==> src/hw/rtl/mspseq_pkg.sv <==
package mspseq_pkg;

    // Number of servo channels; the table holds one more entry for the off period.
    localparam int CHANNELS = 18;
    localparam int ENTRIES  = CHANNELS + 1;
    localparam int CH_W     = 5;
    localparam int PORT_W   = 2;
    localparam int MASK_W   = 8;
    localparam int US_W     = 16;
    localparam int TICK_W   = 14;
    localparam int RELOAD_W = 8;

    localparam int IN_DATA_W  = 32;
    localparam int OUT_DATA_W = 40;

    typedef enum logic [1:0] {
        REQ_TICK       = 2'd0,
        REQ_WR_BOTH    = 2'd1,
        REQ_WR_MASK    = 2'd2,
        REQ_WR_PERIOD  = 2'd3
    } req_t;

    typedef enum logic [PORT_W-1:0] {
        PORT_A = 2'd0,
        PORT_B = 2'd1,
        PORT_C = 2'd2
    } port_t;

    typedef logic [CH_W-1:0]   chan_t;
    typedef logic [MASK_W-1:0] mask_t;
    typedef logic [TICK_W-1:0] tick_t;

    // Ports are fixed wiring per channel; they are never rewritten.
    function automatic port_t entry_port(input chan_t idx);
        port_t p;
        case (idx)
            5'd0:                         p = PORT_C;
            5'd1, 5'd3, 5'd5:             p = PORT_A;
            5'd2, 5'd4, 5'd6:             p = PORT_B;
            5'd7, 5'd8, 5'd9, 5'd10,
            5'd11, 5'd12, 5'd13, 5'd14:   p = PORT_C;
            5'd15, 5'd16, 5'd17, 5'd18:   p = PORT_B;
            default:                      p = PORT_A;
        endcase
        return p;
    endfunction

    function automatic mask_t default_mask(input chan_t idx);
        mask_t m;
        case (idx)
            5'd0:    m = 8'h00;
            5'd1:    m = 8'h01;
            5'd2:    m = 8'h10;
            5'd3:    m = 8'h04;
            5'd4:    m = 8'h40;
            5'd5:    m = 8'h10;
            5'd6:    m = 8'h80;
            5'd7:    m = 8'h01;
            5'd8:    m = 8'h02;
            5'd9:    m = 8'h04;
            5'd10:   m = 8'h08;
            5'd11:   m = 8'h10;
            5'd12:   m = 8'h20;
            5'd13:   m = 8'h40;
            5'd14:   m = 8'h80;
            5'd15:   m = 8'h08;
            5'd16:   m = 8'h04;
            5'd17:   m = 8'h02;
            5'd18:   m = 8'h01;
            default: m = 8'h00;
        endcase
        return m;
    endfunction

    // Default on-times in ticks (microseconds divided by four).
    function automatic tick_t default_period(input chan_t idx);
        tick_t t;
        case (idx)
            5'd0, 5'd1, 5'd4, 5'd7, 5'd9,
            5'd11, 5'd13, 5'd15, 5'd17:      t = 14'd250;
            5'd2, 5'd5:                      t = 14'd375;
            5'd3, 5'd6, 5'd8, 5'd10,
            5'd12, 5'd14, 5'd16, 5'd18:      t = 14'd500;
            default:                         t = 14'd0;
        endcase
        return t;
    endfunction

endpackage

==> src/hw/rtl/multiplexed_servo_pulse_sequencer_unit.sv <==
// Servo pulse sequencer that walks a table of channel entries one pulse at a time.
// Each input transaction is a timer overflow tick or a table write, and each produces
// exactly one output transaction in the next cycle. The whole update for a transaction
// is one pass of short logic into the output register, so a new transaction is taken
// every cycle whenever the output register is empty or being drained in the same cycle.
// The first tick after reset switches off the off-period entry and starts channel 1.
// Long periods count down in chunks of 256 ticks; the last chunk is announced through
// reload_valid with the 8-bit timer preload.
module multiplexed_servo_pulse_sequencer_unit (
    input  logic                                clk,
    input  logic                                rst_n,
    input  logic                                s_tvalid,
    output logic                                s_tready,
    // channel[4:0], pin_mask[12:5], period_us[28:13], zero fill
    input  logic [mspseq_pkg::IN_DATA_W-1:0]    s_tdata,
    // req_type[1:0]
    input  logic [1:0]                          s_tuser,
    output logic                                m_tvalid,
    input  logic                                m_tready,
    // switched[0], off_port[2:1], off_mask[10:3], on_port[12:11], on_mask[20:13],
    // active_channel[25:21], reload_valid[26], reload_value[34:27], zero fill
    output logic [mspseq_pkg::OUT_DATA_W-1:0]   m_tdata
);

    typedef struct packed {
        logic [4:0]                       pad;
        logic [mspseq_pkg::RELOAD_W-1:0]  reload_value;
        logic                             reload_valid;
        mspseq_pkg::chan_t                active_channel;
        logic [mspseq_pkg::MASK_W-1:0]    on_mask;
        logic [mspseq_pkg::PORT_W-1:0]    on_port;
        logic [mspseq_pkg::MASK_W-1:0]    off_mask;
        logic [mspseq_pkg::PORT_W-1:0]    off_port;
        logic                             switched;
    } result_t;

    mspseq_pkg::chan_t  channel_index_reg, channel_index_next;
    mspseq_pkg::tick_t  remaining_reg, remaining_next;
    mspseq_pkg::mask_t  cur_mask_reg, cur_mask_next;
    mspseq_pkg::mask_t  mask_reg   [mspseq_pkg::ENTRIES];
    mspseq_pkg::tick_t  period_reg [mspseq_pkg::ENTRIES];
    result_t            result_reg, result_next;
    logic               valid_reg;

    logic               accept;
    mspseq_pkg::req_t   req;
    mspseq_pkg::chan_t  in_channel;
    mspseq_pkg::mask_t  in_mask;
    logic [mspseq_pkg::US_W-1:0] in_us;
    logic               tick;
    logic               need_switch;
    logic               ch_ok;
    logic               wr_mask;
    logic               wr_period;
    mspseq_pkg::chan_t  next_idx;
    mspseq_pkg::tick_t  load_ticks;
    logic               last_chunk;

    assign s_tready = !valid_reg || m_tready;
    assign accept   = s_tvalid && s_tready;
    assign m_tvalid = valid_reg;
    assign m_tdata  = result_reg;

    assign req        = mspseq_pkg::req_t'(s_tuser);
    assign in_channel = s_tdata[4:0];
    assign in_mask    = s_tdata[12:5];
    assign in_us      = s_tdata[28:13];

    assign tick        = (req == mspseq_pkg::REQ_TICK);
    assign need_switch = (remaining_reg == '0);
    assign ch_ok       = (in_channel <= mspseq_pkg::CH_W'(mspseq_pkg::CHANNELS));
    assign wr_mask     = !tick && ch_ok &&
                         (req == mspseq_pkg::REQ_WR_BOTH || req == mspseq_pkg::REQ_WR_MASK);
    assign wr_period   = !tick && ch_ok &&
                         (req == mspseq_pkg::REQ_WR_BOTH || req == mspseq_pkg::REQ_WR_PERIOD);

    assign next_idx   = (channel_index_reg >= mspseq_pkg::CH_W'(mspseq_pkg::CHANNELS)) ?
                        '0 : channel_index_reg + 1'b1;
    assign load_ticks = need_switch ? period_reg[next_idx] : remaining_reg;
    assign last_chunk = (load_ticks[mspseq_pkg::TICK_W-1:8] == '0);

    always_comb
    begin
        channel_index_next = channel_index_reg;
        remaining_next     = remaining_reg;
        cur_mask_next      = cur_mask_reg;
        result_next        = '0;

        if (tick)
        begin
            if (need_switch)
            begin
                result_next.switched = 1'b1;
                result_next.off_port = mspseq_pkg::entry_port(channel_index_reg);
                result_next.off_mask = cur_mask_reg;
                result_next.on_port  = mspseq_pkg::entry_port(next_idx);
                result_next.on_mask  = mask_reg[next_idx];
                channel_index_next   = next_idx;
                cur_mask_next        = mask_reg[next_idx];
            end
            if (last_chunk)
            begin
                // Preload is 256 minus the remainder, taken modulo 256.
                result_next.reload_valid = 1'b1;
                result_next.reload_value = 8'd0 - load_ticks[7:0];
                remaining_next           = '0;
            end
            else
            begin
                remaining_next = load_ticks - mspseq_pkg::TICK_W'(256);
            end
        end
        else if (wr_mask && in_channel == channel_index_reg)
        begin
            // Keep the copy of the active entry's mask in step with the table.
            cur_mask_next = in_mask;
        end

        result_next.active_channel = channel_index_next;
    end

    always_ff @(posedge clk or negedge rst_n)
    begin
        if (!rst_n)
        begin
            channel_index_reg <= '0;
            remaining_reg     <= '0;
            cur_mask_reg      <= mspseq_pkg::default_mask('0);
            valid_reg         <= 1'b0;
            for (int i = 0; i < mspseq_pkg::ENTRIES; i++)
            begin
                mask_reg[i]   <= mspseq_pkg::default_mask(mspseq_pkg::CH_W'(i));
                period_reg[i] <= mspseq_pkg::default_period(mspseq_pkg::CH_W'(i));
            end
        end
        else
        begin
            if (accept)
            begin
                channel_index_reg <= channel_index_next;
                remaining_reg     <= remaining_next;
                cur_mask_reg      <= cur_mask_next;
                if (wr_mask)
                begin
                    mask_reg[in_channel] <= in_mask;
                end
                if (wr_period)
                begin
                    period_reg[in_channel] <= in_us[mspseq_pkg::US_W-1:2];
                end
                valid_reg <= 1'b1;
            end
            else if (m_tready)
            begin
                valid_reg <= 1'b0;
            end
        end
    end

    always_ff @(posedge clk)
    begin
        if (accept)
        begin
            result_reg <= result_next;
        end
    end

    a_index_range: assert property (@(posedge clk) disable iff (!rst_n)
        channel_index_reg <= mspseq_pkg::CH_W'(mspseq_pkg::CHANNELS))
        else $error("channel index beyond the last entry");

    a_no_switch_with_time_left: assert property (@(posedge clk) disable iff (!rst_n)
        accept && tick && remaining_reg != '0 |=> !result_reg.switched)
        else $error("switched while ticks were still left");

    a_reload_clears_count: assert property (@(posedge clk) disable iff (!rst_n)
        accept && tick && last_chunk |=> remaining_reg == '0 && result_reg.reload_valid)
        else $error("last chunk did not reload and clear the count");

    a_write_keeps_state: assert property (@(posedge clk) disable iff (!rst_n)
        accept && !tick |=> $stable(channel_index_reg) && $stable(remaining_reg)
                            && !result_reg.switched && !result_reg.reload_valid)
        else $error("table write disturbed the sequencing state");

endmodule
==> config.mk <==
export PLATFORM = sky130hd
export DESIGN_NAME = multiplexed_servo_pulse_sequencer_unit
export DESIGN_NICKNAME = d
export VERILOG_FILES = /design/src/hw/rtl/mspseq_pkg.sv /design/src/hw/rtl/multiplexed_servo_pulse_sequencer_unit.sv
export SDC_FILE = /design/constraint.sdc
export NUM_CORES = 1
export LEC_CHECK = 0
export BUFFER_PORTS_ARGS = -buffer_cell sky130_fd_sc_hd__buf_2
export CORE_AREA = 5 5 248 250
export CTS_BUF_LIST = sky130_fd_sc_hd__clkbuf_8 sky130_fd_sc_hd__clkbuf_16
export CTS_CLUSTER_DIAMETER = 30
export DETAILED_ROUTE_END_ITERATION = 12
export DIE_AREA = 0 0 253 255
export GPL_TIMING_DRIVEN = 0
export PLACE_DENSITY = 0.56
export SETUP_SLACK_MARGIN = 0.3
export SYNTH_ARGS = -nofsm -noshare
export SYNTH_HDL_FRONTEND = slang
export SYNTH_SLANG_ARGS = --single-unit
==> constraint.sdc <==
create_clock -name clk -period 5.3 [get_ports clk]
set_input_delay 0.265 -clock clk [delete_from_list [all_inputs] [get_ports clk]]
set_output_delay 0.265 -clock clk [all_outputs]
set_load 0.05 [all_outputs]
## Yosys cells after proc, flatten, opt, wreduce, memory -nomap -nowiden

Memory sizes are Yosys's and may differ from the RTL's. A register that Yosys moved wholly into a read port is not among the register bits.
Index checks and enable logic that the tools add are counted.

| operators by class | value |
|---|---|
| $add $sub $neg | 3 |
| $mul | 0 |
| div/mod/pow operators | 0 |
| magnitude comparators | 5 |
| eq/ne operators | 5 |
| shift operators | 0 |
| multiplexer cells | 24 |
| bitwise gates (word level) | 2 |
| reductions and logical operators | 24 |

Operators with widths:

| cell | count |
|---|---|
| 266-bit bitwise mux | 1 |
| 152-bit bitwise mux | 1 |
| 14-bit binary-select mux with 5-bit select | 1 |
| 14-bit demux with 5-bit select | 1 |
| 14-bit two-way mux | 5 |
| 8-bit two-way mux | 6 |
| 8-bit binary-select mux with 5-bit select | 1 |
| 8-bit demux with 5-bit select | 1 |
| 5-bit two-way mux | 3 |
| 14-bit zero test | 1 |
| 14-bit by 9-bit subtractor with 14-bit output (second input constant) | 1 |
| 6-bit >= comparator (second input constant) | 2 |
| 5-bit inverter with 6-bit output | 2 |
| 2-bit AND reduction | 5 |
| 1-bit by 8-bit subtractor with 8-bit output (first input constant) | 1 |
| 1-bit logical AND | 6 |
| 6-bit zero test | 1 |
| 6-bit by 1-bit < comparator with 1-bit output (second input constant) | 1 |
| 5-bit by 1-bit adder with 5-bit output (second input constant) | 1 |
| 5-bit == test | 1 |
| 5-bit >= comparator (second input constant) | 1 |
| 5-bit <= comparator (second input constant) | 1 |
| 2-bit == test (second input constant) | 2 |
| 1-bit zero test | 4 |
| other kinds (7) | 13 |

| word-level totals | value |
|---|---|
| register bits after elaboration | 477 |
| latch bits | 0 |
| memory bits (writable) | 0 |
| ROM bits | 128 |
| word-level logic and storage cells | 113 |
| memories | 2 |

Memory list:

| name | depth | bits a word | read ports | clocked after memory_dff | write ports | line | text |
|---|---|---|---|---|---|---|---|
| (name not given) | 32 | 2 | 1 | 1 | 0 | mspseq_pkg.sv:36 | `case (idx)` |
| (name not given) | 32 | 2 | 1 | 1 | 0 | mspseq_pkg.sv:36 |  |

## Logic depth before layout (Yosys ltp)

Gate-level depths: netlist of the first run.

| logic depth | value |
|---|---|
| depth after elaboration | 9 |
| gate-level depth with buffers | 21 |
| mapped depth without buffers | 15 |

## Worst setup path before layout of the first run

No wires, ideal clock.

| path | value |
|---|---|
| path type | register -> register |
| from | reg channel_index_reg[0] |
| to | reg result_reg, in the netlist m_tdata[33] (data pin) |
| arrival time | 4.367 ns |
| required time | 5.170 ns |
| path slack | 0.802 ns |
| stages on the path, launching flop included | 20 |
| buffers on the path | 6 |
| clock period less this slack | 4.498 ns |
| cells stage by stage | dfrtp_1 -> buf_2 -> buf_4 -> inv_1 -> clkbuf_1 -> ha_1 -> buf_2 -> buf_2 -> buf_1 -> mux4_2 -> a22oi_1 -> nand3_1 -> a311oi_2 -> ha_1 -> inv_1 -> a211oi_2 -> nand4_1 -> nor3_4 -> nand2_2 -> o21ba_1 |

| on the way | value |
|---|---|
| word-level cells in the longest chain between the ends | 9 |
| elaborated cells between the ends (all ways) | 11 |

Ends and longest elaborated chain:

| element | line | text |
|---|---|---|
| start, declared | multiplexed_servo_pulse_sequencer_unit.sv:37 | `mspseq_pkg::chan_t channel_index_reg, channel_index_next;` |
| start signal, assigned | multiplexed_servo_pulse_sequencer_unit.sv:140 | `channel_index_reg <= channel_index_next;` |
| 5-bit by 1-bit adder with 5-bit output / 5-bit >= comparator (equally long branches) | multiplexed_servo_pulse_sequencer_unit.sv:78, multiplexed_servo_pulse_sequencer_unit.sv:77 |  |
| 5-bit two-way mux * | multiplexed_servo_pulse_sequencer_unit.sv:77 | `assign next_idx = (channel_index_reg >= mspseq_pkg::CH_W'(mspseq_pkg::CHANNELS)) ?` |
| 5-bit inverter with 6-bit output (not written as such) * | multiplexed_servo_pulse_sequencer_unit.sv:79 | `assign load_ticks = need_switch ? period_reg[next_idx] : remaining_reg;` |
| 14-bit binary-select mux with 5-bit select * | multiplexed_servo_pulse_sequencer_unit.sv:79 |  |
| 14-bit two-way mux (not written as such) * (2 in a row) | multiplexed_servo_pulse_sequencer_unit.sv:79 |  |
| 14-bit two-way mux * | multiplexed_servo_pulse_sequencer_unit.sv:79 |  |
| branches (longest 2 deep; another with 1-bit by 8-bit subtractor with 8-bit output) | - |  |
| end signal, assigned | multiplexed_servo_pulse_sequencer_unit.sv:164 | `result_reg <= result_next;` |
| end, declared | multiplexed_servo_pulse_sequencer_unit.sv:42 | `result_t result_reg, result_next;` |

Every way passes the cells marked *. The select of a mux whose other input is x is not followed.
A chain may end at the register's enable or synchronous reset.

## Worst setup path after layout of the first run

Ends and elaborated chain as after synthesis.

==> results.ini, run 1 <==
[global_route]
overflow = 0
antenna_found_initial = 3
grt_pass1_wl_um = 120000
globalRouteTotalUtil_pct = 24.9
grt_max_degree = 125
first_global_vias = 17770

[sta]
finClkSkew_ns = 0.0432
hold_violations = 0
drv_slew = 0
fmax_mhz = 205
min_period_over_period_pct = 92.0
finalSetupViolCount = 0
rsz0062_at_grt = no
max_slew_margin_pct = 1.99
finalCriticalPeriod_ns = 4.88
setup_slack_ns = 0.422
tightest_slew_ns = 1.46

[final_layout]
fin_nets = 2136
area_growth_pct = 25.5
postLayoutCellArea_um2 = 29400
final_cells = 2964
drive_gt1_share_pct = 42.4
post-route-util_pct = 49.9
largest_reg_flops = 266

[logic_synthesis]
async_flop_share_pct = 92.7
seq_area_frac_synth_pct = 52.9
synth-seq-cells = 481
ys_warn_count = 0
synth_cell_types = 88
synth_flop_cell = dfrtp_1
syn-mean-instance-area_um2 = 12.3
synthesis.area_um2 = 23400
syn-instance-count = 1907
synth_edf_count = 35

[worst_setup_path]
cp-start-kind = flip-flop
cp.arrival_ns = 5.29
crit_type = flip-flop to flip-flop
required_ns = 5.72
crit_path_end_kind = flip-flop
cp_max_fo = 11

[placement]
io_buffers = 43
postPlaceCellArea_um2 = 24700
gp_congestion = 0.952
dp_hpwl_um = 55400
post-place-cells = 2733
pre_cts_slack_ns = -1.90

[pwr]
irDropWorstVdd_uv = 272
leakagePower_uw = 0.0130
power_density_nw_per_um2 = 517

[detailed_routing]
wl_met1_um = 35200
wl_met3_um = 8350
drt_first_pass_iters = 8
drt_iter0_markers = 1811
wl_per_cell_um = 27.2
viasPerCell = 5.89
ant_nets = 0
top_layer_used = met5
drc = 0
num_vias = 17460
met2_length_um = 34000
routed_wl_um = 80600

[cts]
cts.sinks = 481
clk_latency_ns = 0.67
root_buffer = clkbuf_16
cts.htree.levels = 3
path_clk_slew_ns = 0.05
clockBufferDepth = 3
cts_tree = built
cts-buffers-inserted = 115

[flow_run]
cap_violations = 0

[min_path]
hp-class = input pin to asynchronous set/reset pin

[status]
outcome = finished, final reports clean

[die]
ios = 80
dieArea_um2 = 64500
coreArea_um2 = 58800
die_h_um = 255
row_count = 89
start_util_pct = 39.8
die_x_um = 253

[routing by layer]
layer	GRT usage [%]	up-vias
li1	-	7439
met4	8.88	2
met5	0	-
met3	6.93	181
met1	35.9	8946
met2	36.1	892
[timing repair]
item,CTS,global route
pin swaps,3,3
hold buffers,3,0
gates resized for setup,47,28
endpoints found under the hold margin,64,0
setup buffers,5,2
setup endpoints to repair,43,23
[layout make-up]
class / instances / area (µm²)
Tap cell: 773 / 967
Inverter: 35 / 131
Timing Repair Buffer: 59 / 448
Fill cell: 5189 / 29400
Multi-Input combinational cell: 1229 / 10200
Buffer: 166 / 867
Antenna cell: 1 / 2.50
Sequential cell: 481 / 12400
Clock inverter: 86 / 1190
Clock buffer: 134 / 3140
[synth_stat cells, types with 34 or more instances]
library cell    n  share of area, %
mux2_2        432                21
nor2_1         82               1.3
dfrtp_1       312                33
inv_1          34              0.55
nand3_1        37              0.79
o21ai_0        50               1.1
edfxtp_1       35               4.5
mux2i_1        73               3.1
dfstp_2       134                15
clkbuf_1       97               1.6
nand2_1       132               2.1
a21oi_1        43              0.92
[where the power goes]
part / switching (µW) / leakage (µW) / internal [µW] / total (µW)
Clock: 2300 / 0.00216 / 5420 / 7720
Combinational: 2280 / 0.00479 / 987 / 3270
Sequential: 157 / 0.00600 / 4030 / 4190
[critical path: stages (launching register included)]
cell       delay (ns)
dfrtp_2          0.44
buf_12           0.17
buf_12           0.17
inv_1            0.13
buf_8            0.21
ha_2             0.34
buf_6            0.19
or2_0            0.36
or3_1            0.38
a2111oi_1        0.78
a311o_1          0.34
nand2_1          0.11
nor2_1           0.13
ha_1             0.15
inv_1            0.06
nor3_2           0.28
a311oi_1         0.13
o21ba_1          0.22
[layout by cell type, fill, tap and decap left out, types with 9 or more instances in the layout]
master and count:
clkinvlp_4 10, nand2_1 132, o221ai_1 19, dfstp_2 134, edfxtp_1 35, buf_1 24
clkbuf_8 20, a222oi_1 15, nand2b_1 9, and3_1 21, inv_1 49, nor2b_1 26
buf_6 13, o21ai_0 50, buf_2 63, nor3_1 22, bufinv_16 25, dfrtp_1 311
a211oi_1 27, nor2_1 80, a21oi_1 43, mux2i_1 72, mux2_2 432, o22ai_1 16
clkbuf_1 83, buf_4 14, clkinv_2 23, nor3b_1 9, a31oi_1 17, clkbuf_16 115
nand3_1 37
[through the flow]
stage	hold slack (ns)	setup TNS, ns	total power (µW)
detailed placement	0.249	-51.50	7260
global route	0.139	0	15600
floorplan	-0.0306	0	5910
CTS	0.0797	0	15100
global placement	0.479	-1831.49	7200
finish	0.131	0	15200
[cells by family (layout without fill, tap and decap cells)]
group           Yosys count  count (layout)  share of synthesized area (%)
buf+inv                 201             480                           3.73
other cells               1               6                         0.0160
flops                   481             481                           52.9
fa+ha+maj                11              11                          0.588
compound gates          298             298                           9.34
xor+xnor                 10              10                          0.374
mux                     512             512                           24.6
simple gates            393             393                           8.43
[path summary, 6_finish.rpt]
check / from / to / slack, ns / cells after the start
setup reg to reg: channel_index_reg[0] / m_tdata[33] / 0.42 / 17
hold / removal: rst_n / period_reg[59] / 0.13 / 2
min in group clk: s_tdata[17] / period_reg[114] / 0.13 / 2
setup / recovery: channel_index_reg[0] / m_tdata[33] / 0.42 / 17
max in group asynchronous: rst_n / mask_reg[76] / 3.73 / 4
hold reg to reg: mask_reg[94] / mask_reg[94] / 0.49 / 1
No activity file was read; power rests on OpenSTA's default activity.
==> run 2: changes to the inputs <==
--- a/config.mk
+++ b/config.mk
@@ -5,12 +5,15 @@
 export SDC_FILE = /design/constraint.sdc
 export NUM_CORES = 1
 export LEC_CHECK = 0
+export ABC_AREA = 1
 export BUFFER_PORTS_ARGS = -buffer_cell sky130_fd_sc_hd__buf_2
-export CORE_AREA = 5 5 248 250
+export CAP_MARGIN = 20
+export CORE_AREA = 5 5 246 248
 export CTS_BUF_LIST = sky130_fd_sc_hd__clkbuf_8 sky130_fd_sc_hd__clkbuf_16
 export CTS_CLUSTER_DIAMETER = 30
 export DETAILED_ROUTE_END_ITERATION = 12
-export DIE_AREA = 0 0 253 255
+export DIE_AREA = 0 0 251 253
+export GPL_ROUTABILITY_DRIVEN = 0
 export GPL_TIMING_DRIVEN = 0
 export PLACE_DENSITY = 0.56
 export SETUP_SLACK_MARGIN = 0.3
==> run 2 against run 1 <==
  * Via count is 19% higher
  * Combinational power is 86% higher
  * Sequential share of layout area is 1.6 points higher
  * Worst hold slack worse by 0.075 ns
  * Clock skew is 0.025 ns lower
  * Clock-buffer cell count is 3 lower
  * Core utilization is 1.4 points lower
  * Cell count is 28% higher
  * Power is 13% higher
==> results.ini, run 2 <==
[detailed_routing]
wl_per_cell_um = 21.4  ; was 27.2 µm
drc = 0  ; unchanged
ant_nets = 0  ; unchanged
num_vias = 20751  ; was 17460
routed_wl_um = 81100  ; was 80600 µm
viasPerCell = 5.47  ; was 5.89
drt_first_pass_iters = 7  ; was 8
drt_iter0_markers = 1815  ; was 1811

[die]
dieArea_um2 = 63500  ; was 64500 µm²
coreArea_um2 = 58200  ; was 58800 µm²
ios = 80  ; unchanged
start_util_pct = 39.3  ; was 39.8%
row_count = 89  ; unchanged
die_x_um = 251  ; was 253 µm
die_h_um = 253  ; was 255 µm

[logic_synthesis]
yosys.area.top_type = dfrtp_1  ; unchanged
seq_area_frac_synth_pct = 54.1  ; was 52.9%
ys_top_cells_by_area = dfrtp_1 34%, dfstp_2 15%, nand2_1 14%  ; was dfrtp_1 33%, mux2_2 21%, dfstp_2 15%
synthSimpleGateAreaFrac_pct = 22.1  ; was 8.43%
synth_flop_cell = dfrtp_1  ; unchanged
synth_top_family_by_area = simple AND/OR/NAND/NOR gates  ; was multiplexers
synth_xor_area_share_pct = 0.230  ; was 0.374%
synth_top_area_share_pct = 34.1  ; was 33.4%
synth_mux_area_share_pct = 0  ; was 24.6%
synthesis.area_um2 = 22900  ; was 23400 µm²
syn-instance-count = 2723  ; was 1907
synth-seq-cells = 481  ; unchanged
ys_warn_count = 0  ; unchanged
synth.most_common_cell = nand2_1  ; was mux2_2
synthAdderAreaFrac_pct = 0.601  ; was 0.588%
synth_edf_count = 35  ; unchanged
syn-mean-instance-area_um2 = 8.41  ; was 12.3 µm²
synth_compound_area_share_pct = 16.2  ; was 9.34%
synth_cell_types = 50  ; was 88
ys_top_cells_by_count = 837 x nand2_1, 523 x o21ai_0, 312 x dfrtp_1  ; was 432 x mux2_2, 312 x dfrtp_1, 134 x dfstp_2
async_flop_share_pct = 92.7  ; unchanged

[worst_setup_path]
crit_buf_inv = 7  ; was 6
required_ns = 5.80  ; was 5.72 ns
cp.arrival_ns = 5.24  ; was 5.29 ns
slowest_stage = clkbuf_1  ; was a2111oi_1
crit_chain = clkbuf_4 > inv_2 > buf_4 > buf_6 > buf_4 > ha_1 > nand2_8 > nor2_4 > buf_4 > clkbuf_1 > a22oi_1 > o2111ai_1 > nand2_1 > o21ai_1 > nand2_1 > nor2_1  ; was buf_12 > buf_12 > inv_1 > buf_8 > ha_2 > buf_6 > or2_0 > or3_1 > a2111oi_1 > a311o_1 > nand2_1 > nor2_1 > ha_1 > inv_1 > nor3_2 > a311oi_1 > o21ba_1
cp-start-kind = flip-flop  ; unchanged
cpLargestDelayFamily = buffers and inverters  ; was compound AO/OA/AOI/OAI gates
cp_max_fo = 11  ; unchanged
crit_path_end_kind = flip-flop  ; unchanged
critPathMaxStageDelay_ns = 0.65  ; was 0.78 ns
crit_type = flip-flop to flip-flop  ; unchanged
crit_path_frequent_cell = buf_4

[final_layout]
largest_reg_flops = 266  ; unchanged
final_common_cell = nand2_1  ; was mux2_2
area_growth_pct = 23.5  ; was 25.5%
fillers = 5564  ; was 5189
multi_input_area_um2 = 8990  ; was 10200 µm²
regArea_um2 = 12400  ; about the same
drive_gt1_share_pct = 17.5  ; was 42.4%
final_cells = 3793  ; was 2964
layout_common_cells = 837 x nand2_1, 523 x o21ai_0, 312 x dfrtp_1, 180 x inv_1, 147 x nor2_1  ; was 432 x mux2_2, 311 x dfrtp_1, 134 x dfstp_2, 132 x nand2_1, 115 x clkbuf_16
fin_nets = 2972  ; was 2136

[pwr]
irDropWorstVdd_uv = 421  ; was 272 µV
post-layout-total-power_uw = 17200  ; was 15200 µW
power_density_nw_per_um2 = 608  ; was 517 nW/µm²
leakagePower_uw = 0.0125  ; was 0.0130 µW

[placement]
post-place-cells = 3573  ; was 2733
dp_hpwl_um = 57000  ; was 55400 µm
io_buffers = 69  ; was 43

[global_route]
first_global_vias = 20654  ; was 17770
overflow = 0  ; unchanged
grt_pass1_wl_um = 123000  ; was 120000 µm
globalRouteTotalUtil_pct = 25.1  ; was 24.9%
antenna_found_initial = 2  ; was 3
grt_max_degree = 119  ; was 125

[cts]
cts_tree = built  ; unchanged
postCtsSetupRepairBufs = 0  ; was 5
cts.htree.levels = 3  ; unchanged
clk_latency_ns = 0.66  ; was 0.67 ns
cts.sinks = 481  ; unchanged
cts-buffers-inserted = 109  ; was 115
clockBufferDepth = 3  ; unchanged
root_buffer = clkbuf_16  ; unchanged
path_clk_slew_ns = 0.05  ; about the same

[sta]
hold_violations = 0  ; unchanged
finalCriticalPeriod_ns = 4.74  ; was 4.88 ns
fmax_mhz = 211  ; was 205 MHz
rsz0062_at_grt = no  ; unchanged
drv_slew = 0  ; unchanged
finClkSkew_ns = 0.0183  ; was 0.0432 ns
setup_tns_ns = 0  ; unchanged
max_slew_margin_pct = 40.4  ; was 1.99%
finalSetupViolCount = 0  ; unchanged
min_period_over_period_pct = 89.4  ; was 92.0%
tightest_slew_ns = 0.894  ; was 1.46 ns

[flow_run]
cap_violations = 0  ; unchanged

[status]
outcome = finished, final reports clean  ; unchanged

[min_path]
hp-class = input pin to flip-flop  ; was input pin to asynchronous set/reset pin

-- run 2: cells by family (layout without fill, tap and decap cells) --
kind of cell,count (synthesis),after routing
compound gates,685,685
xor+xnor,6,6
fa+ha+maj,11,11
simple gates,1200,1200
flops,481,481
other cells,1,6
buf+inv,339,631
-- run 2: power breakdown --
| part | total, µW | leakage, µW | internal [µW] | switching (µW) |
|---|---|---|---|---|
| registers | 4310 | 0.00599 | 4110 | 199 |
| clock network | 6800 | 0.00195 | 4650 | 2150 |
| logic | 6090 | 0.00453 | 1670 | 4420 |
| total | 17200 | 0.0125 | 10400 | 6770 |
-- run 2: worst reg2reg max path: cells and delay by family (launching register included) --
family / cells / cell delay [ns]
buf+inv: 7 / 1.95
compound gates: 3 / 0.85
simple gates: 5 / 0.77
fa+ha+maj: 1 / 0.64
flops: 1 / 0.37
-- run 2: metrics by stage --
stage / instance area, µm² / hold slack (ns) / worst slack, ns / utilization [%]
floorplan: 22900 / -0.0306 / 1.88 / -
global placement: 24200 / 0.458 / -5.04 / 41.6
detailed placement: 24300 / 0.401 / 0.425 / 41.8
CTS: 28300 / 0.0382 / 0.411 / 48.5
global route: 28300 / 0.0740 / 0.383 / 48.5
finish: 28300 / 0.0557 / 0.560 / 48.5
-- run 2: timing repair --
item,in CTS,in global routing
hold buffers,12,0
endpoints found under the hold margin,107,0
gates resized for setup,0,4
setup endpoints to repair,0,22
-- run 2: cell type report --
class / instances / share of cell area (%)
antenna: 1 / 0.00885
buffer: 183 / 3.41
clock buffer: 131 / 10.9
tap: 773 / 3.42
sequential: 481 / 43.8
inverter: 156 / 2.07
clock inverter: 76 / 2.53
multi-input combinational: 1907 / 31.8
timing repair buffer: 85 / 2.07
-- run 2: worst paths after layout --
check	from	end	slack [ns]	depth (start not counted)
max	channel_index_reg[0]	m_tdata[17]	0.56	16
min	s_tdata[20]	period_reg[5]	0.06	3
max reg2reg	channel_index_reg[0]	m_tdata[17]	0.56	16
min reg2reg	period_reg[248]	period_reg[248]	0.47	2
max in group asynchronous	rst_n	period_reg[260]	3.52	4
min in group asynchronous	rst_n	mask_reg[13]	0.27	2
-- run 2: routing by layer --
metal | vias up | global-route usage, % | part of all wire, %
met3 | 233 | 4.85 | 6.5
met5 | - | 0 | 0.0086
met1 | 10288 | 32.9 | 41
met2 | 799 | 40.4 | 47
li1 | 9429 | - | -
met4 | 2 | 12.4 | 5.5
